[config.mk]
export PLATFORM = sky130hd
export DESIGN_NAME = sldg_mul
export DESIGN_NICKNAME = d
export VERILOG_FILES = /design/src/sv/sldg_pkg.sv /design/src/sv/sldg_mul.sv
export SDC_FILE = /design/constraint.sdc
export NUM_CORES = 2
export LEC_CHECK = 0
export BUFFER_PORTS_ARGS = -buffer_cell sky130_fd_sc_hd__buf_2
export CORE_ASPECT_RATIO = 0.8
export CORE_UTILIZATION = 65
export CTS_CLUSTER_DIAMETER = 30
export DETAILED_ROUTE_END_ITERATION = 16
export PLACE_DENSITY = 0.86
export SLEW_MARGIN = 25
export SYNTH_ARGS = -nofsm -noshare
export SYNTH_HDL_FRONTEND = slang
export SYNTH_SLANG_ARGS = --single-unit
[constraint.sdc]
create_clock -name clk -period 12.4 [get_ports clk]
set_clock_uncertainty 0.15 [all_clocks]
set_input_delay 0.62 -clock clk [delete_from_list [all_inputs] [get_ports clk]]
set_output_delay 0.62 -clock clk [all_outputs]
set_load 0.02 [all_outputs]
[src/sv/sldg_pkg.sv]
// Shared types and constants of the seasonal logistic diffusion grid step.
`default_nettype none
package sldg_pkg;

  localparam int DATA_W = 24;
  localparam int GAIN_W = 24;
  localparam int MONTH_W = 4;
  localparam int KIND_W = 2;
  localparam int SCALE_W = 17;
  localparam int SIDE_W = 6;
  localparam int MA_W = 33;
  localparam int MB_W = 25;
  localparam int PROD_W = MA_W + MB_W;
  localparam int ACC_W = 59;
  localparam int LAP_W = 28;
  localparam int SQ_W = 32;
  localparam int V_W = 40;
  localparam int T_W = 41;

  localparam logic [DATA_W-1:0] SAT24 = 24'hFFFFFF;
  localparam logic [SCALE_W-1:0] DEEP_PLOW_Q16 = 17'd32768;
  localparam logic [SCALE_W-1:0] SHALLOW_PLOW_Q16 = 17'd52429;
  localparam logic [SCALE_W-1:0] POISON_Q16 = 17'd13107;

  localparam logic [MONTH_W-1:0] MONTH_SUMMER = 4'd7;
  localparam logic [MONTH_W-1:0] MONTH_SHALLOW = 4'd2;
  localparam logic [MONTH_W-1:0] MONTH_POISON = 4'd3;

  typedef enum logic [KIND_W-1:0] {
    MEASURE_NONE    = 2'd0,
    MEASURE_SHALLOW = 2'd1,
    MEASURE_DEEP    = 2'd2,
    MEASURE_POISON  = 2'd3
  } measure_t;

  typedef enum logic [2:0] {
    REG_FERTILITY = 3'd0,
    REG_MORTALITY = 3'd1,
    REG_MIGRATION = 3'd2,
    REG_MONTH     = 3'd3,
    REG_MEASURE   = 3'd4,
    REG_WINTER    = 3'd5,
    REG_SIDE      = 3'd6,
    REG_NONE      = 3'd7
  } reg_index_t;

  typedef enum logic [3:0] {
    S_IDLE, S_UP, S_CEN, S_LEFT, S_RIGHT, S_MSQ, S_MF, S_MM,
    S_MG, S_ACC, S_V, S_S1, S_S2, S_S3, S_OUT, S_FIN
  } state_t;

endpackage
`default_nettype wire

[src/sv/sldg_mul.sv]
// Shared signed multiplier with a registered product.
`default_nettype none
module sldg_mul
  import sldg_pkg::*;
(
  input  wire logic                     clk,
  input  wire logic signed [MA_W-1:0]   a,
  input  wire logic signed [MB_W-1:0]   b,
  output logic signed      [PROD_W-1:0] p
);

  always_ff @(posedge clk) begin
    p <= a * b;
  end

endmodule
`default_nettype wire

==> flow_summary.ini <==
[floorplanning]
core_sq_um = 45800
dieArea_sq_um = 47300
die_h_microns = 195
num_io_pins = 117
row_count = 70
die_w_microns = 243
initial_core_util_pct = 65.9

[clock_tree]
clock_path_buffers = 2
clk_pin_slew_worst_paths_ns = 0.06
post-cts-setup-buffers = 0
cts_made_buffers = 9
cts_tree = done
cts.htree.levels = 3
cts_resized = 0
cts_root_buf = clkbuf_16
ctsHoldBuffers = 0
clkSinkCount = 58

[critical_path]
crit_top_cell = fa_1
cp-end-kind = flop
cp_top_family = adder cells
arrival_ns = 8.52
startpoint_type = primary input
cp_num_buf_inv = 4
path_class = in2reg
crit_slowest_cell = clkinv_1
slowest_delay_ns = 0.80
worst-path-max-fanout = 26
worstPathCellList = buf_2 > clkinv_1 > nor2_1 > fa_1 > fa_1 > fa_1 > fa_1 > fa_1 > fa_1 > inv_1 > fa_1 > inv_1 > ha_1 > a21oi_1 > o21bai_1 > a21o_1 > nor3b_1 > nand4_1 > o21ai_1 > o221ai_1 > a21oi_1 > o211ai_1
worstPathRequired_ns = 12.44

[detailed_routing]
ant_nets = 0
drt-initial-drc-count = 2174
wl_per_cell_microns = 21.8
vias_per_cell = 5.92
vias = 22500
drtPass1Iterations = 6
drt_wl_total_microns = 82700
drc = 0

[hold_path]
hp-class = in2reg

[sta]
worstMarginPinSlew_ns = 1.03
drv_slew = 0
fin_crit_sh_pct = 68.4
setup_viol = 0
min_period_ns = 8.48
grt_setup_unrepaired = false
slew_headroom_pct = 31.2
hold_viol_final = 0
max_freq_mhz = 118
finalSetupTns_ns = 0

[status]
status = finished clean

[grt]
grt_start_max_net_pins = 34
grt_first_pass_wirelength_microns = 136000
grt_pass1_vias = 25500
antenna_found_initial = 4
grt_util_all_layers_pct = 37.6
grt-ovfl-total = 0

[flow_run]
drv_cap = 0

[logic_synthesis]
synthFlopType = dfxtp_1
yosys.area_share.simple_pct = 15.8
ys_ff_latch = 58
synth_top_cell_area_share_pct = 55.8
netlist_area_sq_um = 30200
syn_inst = 3208
yosysUniqueCellTypes = 60
synthAdderAreaFrac_pct = 62.3
async_reset_ff_share_pct = 0
avgSynthCellArea_sq_um = 9.42
synth_warnings = 0
synth_edf_count = 0
syn_nets = 4266
synth_xor_area_share_pct = 1.71
synth-compound-area-share_pct = 4.42
synth.area.top_cells = fa_1 (56%), inv_1 (9.8%), and2_1 (8.5%)
synth_top_family_by_area = adder cells
synth_mux_area_share_pct = 0
synth_area_leader_cell = fa_1
yosysSeqAreaShare_pct = 3.84

[layout]
top_regs = p x58
fin_nets = 4237
largest_reg_flops = 58
synthToLayoutAreaGrowth_pct = 3.45
largest_register = p
drive_gt1_share_pct = 4.71
nFillCells = 3298

[place]
dpl.hpwl_microns = 64700
io_buffers = 116
gp_congestion = 1.02
-- per-stage QoR --
step           hold slack, ns  instances  area [sq um]  util [%]  setup slack, ns
5_1_grt                 0.725       3797         31200      68.2             3.76
3_3_place_gp            0.886       3780         30900      67.5             3.99
3_5_place_dp            0.884       3780         30900      67.5             3.80
2_1_floorplan           0.597       3208         30200         -             5.23
6_report                0.736       3798         31200      68.2             3.92
4_1_cts                 0.700       3796         31200      68.2             4.13
-- routing by layer --
layer	part of all wire (%)	GRT usage, %
met5	0.012	0
met4	4.4	14.7
met3	14	11.9
met2	44	56.6
met1	37	51.1
-- layout by cell type, fill, tap and decap left out, types with 5 or more instances in the layout --
| cell | count |
|---|---|
| nor2b_1 | 5 |
| nor2_1 | 57 |
| and2_1 | 409 |
| dfxtp_1 | 58 |
| and3_1 | 8 |
| o211ai_1 | 7 |
| clkbuf_16 | 9 |
| xnor2_1 | 44 |
| o21ai_0 | 28 |
| o21a_1 | 5 |
| a211oi_1 | 8 |
| ha_1 | 157 |
| o21bai_1 | 15 |
| xor2_1 | 15 |
| nor3_1 | 6 |
| fa_1 | 842 |
| nand3_1 | 16 |
| a31oi_1 | 10 |
| nand2b_1 | 11 |
| buf_2 | 116 |
| a21oi_1 | 51 |
| inv_1 | 785 |
| nand4_1 | 15 |
| nand2_1 | 416 |
| a21o_1 | 34 |
-- Yosys cell counts (7+ instances only) --
master / n
nand2_1: 416
and3_1: 8
a21oi_1: 51
inv_1: 785
dfxtp_1: 58
a31oi_1: 10
ha_1: 157
and2_1: 409
nand2b_1: 11
a211oi_1: 8
a21o_1: 34
clkbuf_1: 148
o21ai_0: 28
o21bai_1: 15
o211ai_1: 7
nand4_1: 15
fa_1: 842
xnor2_1: 44
xor2_1: 15
nor2_1: 57
nand3_1: 16
-- path summary, 6_finish.rpt --
path	startpoint	endpoint	slack, ns	cells past startpoint
max	b[24]	p[57]	3.92	22
min	b[0]	p[0]	0.74	2
-- logic make-up (layout without fill, tap and decap cells) --
logic type                 after synthesis  after routing
buffers and inverters                  944            920
AOI/OAI and AO/OA                      194            194
xor gates and xnor gates                59             59
and+or+nand+nor                        954            954
DFF                                     58             58
other                                    0              2
adders and majority gates              999            999
-- layout make-up --
cell class                 instances  area (sq um)  share of cell area, %
antenna                            2          5.00                 0.0160
clock buffer                       9           225                  0.721
clock inverter                     7           101                  0.324
inverter                         786          2950                   9.44
multi-input combinational       2206         25400                   81.4
sequential                        58          1160                   3.72
tap                              612           766                   2.45
timing repair buffer             118           596                   1.91
Power is left out: the tool's default activity adds up to more than one toggle a clock period on the data nets, which glitch-free logic cannot reach.
