[src/sv/sldg_ram.sv]
// Generic single-write, single-read RAM with registered read data.
`default_nettype none
module sldg_ram #(
  parameter int WIDTH = 24,
  parameter int DEPTH = 64
) (
  input  wire logic                     clk,
  input  wire logic                     we,
  input  wire logic [$clog2(DEPTH)-1:0] waddr,
  input  wire logic [WIDTH-1:0]         wdata,
  input  wire logic [$clog2(DEPTH)-1:0] raddr,
  output logic      [WIDTH-1:0]         rdata
);

  logic [WIDTH-1:0] mem [DEPTH];

  always_ff @(posedge clk) begin
    if (we) begin
      mem[waddr] <= wdata;
    end
    rdata <= mem[raddr];
  end

endmodule
`default_nettype wire

[config.mk]
export PLATFORM = sky130hd
export DESIGN_NAME = sldg_ram
export DESIGN_NICKNAME = d
export VERILOG_FILES = /design/src/sv/sldg_ram.sv
export SDC_FILE = /design/constraint.sdc
export NUM_CORES = 1
export LEC_CHECK = 0
export BUFFER_PORTS_ARGS = -buffer_cell sky130_fd_sc_hd__clkbuf_2
export CORE_UTILIZATION = 60
export CTS_CLUSTER_SIZE = 12
export DETAILED_ROUTE_END_ITERATION = 8
export PLACE_DENSITY = 0.76
export SLEW_MARGIN = 5
export SYNTH_ARGS = -nofsm -noshare
export SYNTH_HDL_FRONTEND = slang
export SYNTH_SLANG_ARGS = --single-unit
[constraint.sdc]
create_clock -name clk -period 4.76 [get_ports clk]
set_clock_uncertainty 0.15 [all_clocks]
set_input_delay 1.428 -clock clk [delete_from_list [all_inputs] [get_ports clk]]
set_output_delay 1.428 -clock clk [all_outputs]
set_load 0.02 [all_outputs]
==> results of run 1 <==
## sequential cells by signal (all words and copies together), names as in the netlist
signal,count
mem,1536
rdata,24
## final cells by class
cell class	instances	area, um2
antenna	5	12.5
clock buffer	220	4210
clock inverter	24	295
fill	5642	30800
inverter	2	7.51
multi-input combinational	906	12100
sequential	1560	46600
tap	1276	1600
timing repair buffer	213	1720
## cells by family after synthesis
kind of cell | synth area share, %
flops | 78.6
mux | 16.1
compound gates | 2.44
simple gates | 1.56
buf+inv | 1.31
## per-layer routing
metal | track usage, % | vias up | wire length [um]
li1 | - | 11500 | -
met1 | 40.5 | 15200 | 51100
met2 | 46.6 | 2012 | 69500
met3 | 6.59 | 368 | 17000
met4 | 13.4 | 14 | 6540
met5 | 0 | - | 79
## layout by cell type, fill, tap and decap left out, types with 18 or more instances in the layout
cell type / Yosys / routed
mux4_2: 355 / 355
clkbuf_16: 0 / 156
buf_12: 0 / 19
nand3_1: 20 / 20
dfxtp_1: 24 / 24
mux2i_1: 95 / 95
edfxtp_1: 1536 / 1536
a21oi_1: 22 / 22
buf_4: 31 / 134
clkbuf_1: 44 / 57
o22ai_1: 53 / 53
clkbuf_2: 0 / 57
nor2_1: 80 / 18
a22oi_1: 29 / 29
a221oi_1: 52 / 52
nor2_2: 0 / 62
nand2_1: 36 / 36
mux2_2: 53 / 53
## cells in the mapped netlist, types with 24 or more instances
library cell	count	share of area, %
edfxtp_1	1536	78
mux4_2	355	13
mux2i_1	95	1.6
nor2_1	80	0.51
mux2_2	53	1.0
o22ai_1	53	0.56
a221oi_1	52	0.77
buf_2	45	0.38
clkbuf_1	44	0.28
nand2_1	36	0.23
buf_4	31	0.39
a22oi_1	29	0.37
dfxtp_1	24	0.81
## worst min-delay path: stages (launching register included)
cell,delay [ns]
edfxtp_1,0.32
mux4_2,0.22
a21oi_1,0.07
a31oi_1,0.15
o21a_1,0.13
## metrics by stage
stage	total power, W	util [%]	area, um2	worst slack, ns
global route	0.0285	68.4	66500	1.23
finish	0.0279	68.4	66500	1.27
global placement	0.0169	63.7	62000	0.552
CTS	0.0279	68.4	66500	1.28
detailed placement	0.0170	63.7	62000	0.520
floorplan	0.0163	-	59300	0.585
## power groups by stage
stage	registers (W)	logic, W	clock network (W)
CTS	0.0153	0.00141	0.0113
global route	0.0153	0.00147	0.0117
finish	0.0153	0.00141	0.0112
global placement	0.0156	0.00135	0
floorplan	0.0156	0.000751	0
detailed placement	0.0156	0.00139	0
## how the worst max path moves through the flow
stage / start / to / cells after the start
finish: raddr[0] / rdata[2]$_DFF_P_ / 8
global route: raddr[0] / rdata[10]$_DFF_P_ / 7
CTS: raddr[3] / rdata[7]$_DFF_P_ / 6
detailed placement: raddr[1] / rdata[7]$_DFF_P_ / 7
global placement: raddr[1] / rdata[7]$_DFF_P_ / 7
floorplan: waddr[3] / mem[48][0]$_DFFE_PP_ / 4
==> flow_summary.yaml, run 1 <==
outcome:
  status: "complete, no violations"
route:
  wl_per_cell_um: 34.3
  vias: 29200
  drt_wl_total_mm: 144
  drc: 0
  drt-initial-drc-count: 3842
  vias_per_cell: 6.94
  first_pass_iters: 6
  postRouteAntennaNets: 0
cts:
  clk_pin_slew_ns: 0.06
  numCtsBuffers: 153
  clk_latency_ns: 0.76
  ctsResizeCount: 0
  cts_max_level: 4
  cts_setup_buffers: 0
  root_buffer: "clkbuf_16"
  cts.sinks: 1560
  hold_buffers: 0
  clk_path_buf_depth: 3
  cts_tree: "built"
synth:
  synth_warnings: 0
  synth_edf_count: 1536
  synth_area_per_cell_um2: 22.7
  syn_nets: 2648
  synth.cell_area_um2: 59300
  async_flop_share_pct: 0
  seq_area_frac_synth_pct: 78.6
  synth.distinct_cells: 40
  synthCells: 2610
  synth-seq-cells: 1560
  dominantRegCellSynth: "edfxtp_1"
critical_path:
  crit_slowest_cell: "mux4_2"
  r2r-start: "mem[5][2]$_DFFE_PP_"
  reg2reg_depth: 5
  crit_required_ns: 5.25
  r2r_end: "rdata[2]$_DFF_P_"
  critPathMaxStageDelay_ns: 0.55
  crit_top_cell: "buf_12"
  critPathBufInv: 3
  crit_type: "in -> reg"
  path_cells: "buf_8, buf_12, buf_12, mux4_2, mux2_2, o22ai_1, a221oi_1, o21a_1"
  cp_top_family: "buffers and inverters"
  worstSetupEndpointType: "register"
  critPathLaunchType: "input port"
  cp_max_fo: 33
  rrSetupSlack_ns: 2.51
  arrival_ns: 3.98
placement:
  gp_congestion: 0.864
  place.port_buffers: 61
  dp_cells: 3957
  hpwl_mm: 81.7
power:
  pwr-share-comb_pct: 5.1
  power_density_nw_per_um2: 419
  switching_power_w: 0.00587
  seq_power_share_pct: 54.9
  leakage_nw: 21.0
  swShare_pct: 21.1
  pwr-share-clk_pct: 40.0
  ir_worst_vdd_v: 0.000431
  p_int_w: 0.0220
grt:
  grt_pass1_wl_mm: 207
  grt_usage_pct: 29.7
  grt_max_degree: 67
  antenna_found_initial: 12
  grt_pass1_vias: 29900
  overflow: 0
sta:
  maxSlewHeadroom_pct: 12.0
  fmax_mhz: 286
  finalCriticalPeriod_ns: 3.49
  fin_crit_sh_pct: 73.4
  tns_ns: 0
  tightest_slew_ns: 1.32
  drv_slew: 0
  holdWs_ns: 0.774
  final_hold_viol_count: 0
  rsz0062_at_grt: "no"
  finalSetupViolCount: 0
job:
  maxCapViolations: 0
hold_path:
  min_to: "rdata[6]$_DFF_P_"
  holdCritStartpoint: "mem[56][6]$_DFFE_PP_"
  hold_path_class: "reg -> reg"
  hold_depth: 4
die:
  start_util_pct: 61.0
  die_h_um: 316
  rows: 114
  ios: 62
  dieArea_um2: 100000
  die_w_um: 316
  core_area_um2: 97300
layout:
  nets: 2874
  area_growth_pct: 12.2
  final-instance-count-excl-fill: 4206
  layout-drive-gt1-share_pct: 29.9
No activity file was read; power rests on OpenSTA's default activity.
==> run 2: changes to the inputs <==
--- a/config.mk
+++ b/config.mk
@@ -6,10 +6,10 @@
 export NUM_CORES = 1
 export LEC_CHECK = 0
 export BUFFER_PORTS_ARGS = -buffer_cell sky130_fd_sc_hd__clkbuf_2
-export CORE_UTILIZATION = 60
+export CORE_UTILIZATION = 56
 export CTS_CLUSTER_SIZE = 12
 export DETAILED_ROUTE_END_ITERATION = 8
-export PLACE_DENSITY = 0.76
+export PLACE_DENSITY = 0.75
 export SLEW_MARGIN = 5
 export SYNTH_ARGS = -nofsm -noshare
 export SYNTH_HDL_FRONTEND = slang
==> constraint.sdc (replaced) <==
create_clock -name clk -period 3.2 [get_ports clk]
set_clock_uncertainty 0.15 [all_clocks]
set_input_delay 0.96 -clock clk [delete_from_list [all_inputs] [get_ports clk]]
set_output_delay 0.96 -clock clk [all_outputs]
set_load 0.02 [all_outputs]
==> flow_summary.yaml, run 2 (synthesis gave the netlist of run 1 again) <==
placement:
  place.port_buffers: 61
  dpl_cell_area_um2: 63800
  hpwl_mm: 86.5
  gp_congestion: 0.841
grt:
  antenna_found_initial: 9
  grt_usage_pct: 27.5
  overflow: 0
  grt_max_degree: 65
  grt_pass1_vias: 30300
  grt_pass1_wl_mm: 209
layout:
  largest_reg_flops: 1536
  nets: 2989
  nFillCells: 6526
  top_regs: "mem (1536), rdata (24)"
  area_growth_pct: 15.3
  regMostFlops: "mem"
  seq_area_um2: 46600
  multi_input_area_um2: 12100
  final_cell_area_um2: 68300
  layout_commonest_cell: "edfxtp_1"
  layout_common_cells: "edfxtp_1, mux4_2, buf_4, clkbuf_16, mux2i_1"
  layout-drive-gt1-share_pct: 32.5
  finalCoreUtilization_pct: 65.0
route:
  vias_per_cell: 6.64
  drt_wl_total_mm: 145
  drt-initial-drc-count: 3853
  top_layer: "met5"
  wl_met1_mm: 52.8
  first_pass_iters: 8
  met2_length_mm: 71.2
  postRouteAntennaNets: 0
  route.met3.wl_mm: 16.0
  drc: 4
  vias: 29500
  wl_per_cell_um: 32.7
outcome:
  violations: "design-rule violations"
  status: "finished with violations"
die:
  ios: 62
  die_w_um: 327
  rows: 119
  core_area_um2: 105000
  dieArea_um2: 107000
  die_h_um: 327
  start_util_pct: 56.4
sta:
  final_hold_viol_count: 0
  drv_slew: 0
  fmax_mhz: 362
  fin_crit_sh_pct: 86.3
  finalSetupViolCount: 0
  maxSlewHeadroom_pct: 13.0
  tightest_slew_ns: 1.30
  rsz0062_at_grt: "no"
  finalCriticalPeriod_ns: 2.76
cts:
  clk_latency_ns: 0.77
  cts_tree: "built"
  clk_pin_slew_ns: 0.06
  hold_buffers: 0
  cts_max_level: 4
  root_buffer: "clkbuf_16"
  numCtsBuffers: 155
  cts.sinks: 1560
  cts_setup_buffers: 0
  clk_path_buf_depth: 3
  ctsResizeCount: 0
critical_path:
  cp_max_fo: 17
  arrival_ns: 3.14
  critPathLaunchType: "input port"
  crit_type: "in -> reg"
  worstSetupEndpointType: "register"
  crit_required_ns: 3.58
job:
  maxCapViolations: 0
hold_path:
  hold_path_class: "in -> reg"
power:
  leakage_nw: 21.8
  power_w: 0.0416
  ir_worst_vdd_v: 0.000582
  power_density_nw_per_um2: 608
==> run 2: cell types whose count changed in the layout (fill, tap and decap cells not counted), sizes merged <==
cell	delta
buf	+113
diode	+1
clkinv	+13
inv	-2
clkinvlp	-1
bufinv	-1
clkbuf	-3
==> run 2: critical path, stage by stage <==
cell and delay, ns:
buf_8 0.19, buf_12 0.23, buf_4 0.20, mux4_2 0.51, a221oi_1 0.26, o21ai_0 0.23, nand3_1 0.23, o21ai_0 0.32
==> run 2: layout make-up <==
cell class	instances	share of cell area, %
Multi-Input combinational cell	906	17.7
Timing Repair Buffer	326	4.87
Clock buffer	217	6.24
Antenna cell	6	0.0220
Tap cell	1391	2.55
Clock inverter	33	0.430
Inverter	2	0.0110
Sequential cell	1560	68.2
==> run 2: layer usage <==
layer	track usage [%]	vias to the layer above
li1	-	11800
met1	37.3	15500
met2	44.5	1955
met3	5.95	284
met4	10.2	6
met5	0	-
==> run 2: final timing paths <==
path | start | depth (start not counted) | slack (ns) | to
setup / recovery | raddr[0] | 8 | 0.44 | rdata[15]$_DFF_P_
hold / removal | wdata[13] | 1 | 0.30 | mem[25][13]$_DFFE_PP_
setup reg to reg | mem[39][19]$_DFFE_PP_ | 7 | 0.82 | rdata[19]$_DFF_P_
hold reg to reg | mem[11][17]$_DFFE_PP_ | 5 | 0.74 | rdata[17]$_DFF_P_
==> run 2: per-stage QoR <==
stage | cells | hold slack (ns) | TNS [ns] | setup slack, ns
after detailed placement | 4185 | 0.734 | -3.32 | -0.314
after global routing | 4435 | 0.288 | 0 | 0.261
after floorplan | 2610 | 0.622 | -63.49 | -0.215
final | 4441 | 0.304 | 0 | 0.438
after CTS | 4435 | 0.257 | 0 | 0.461
after global placement | 4185 | 0.720 | -2.74 | -0.258
==> run 2: where the power goes <==
| group | switching [W] | leakage (nW) | internal [W] |
|---|---|---|---|
| clock network | 0.00727 | 2.21 | 0.00934 |
| logic | 0.00135 | 5.61 | 0.000895 |
| registers | 0.0000877 | 14.0 | 0.0226 |
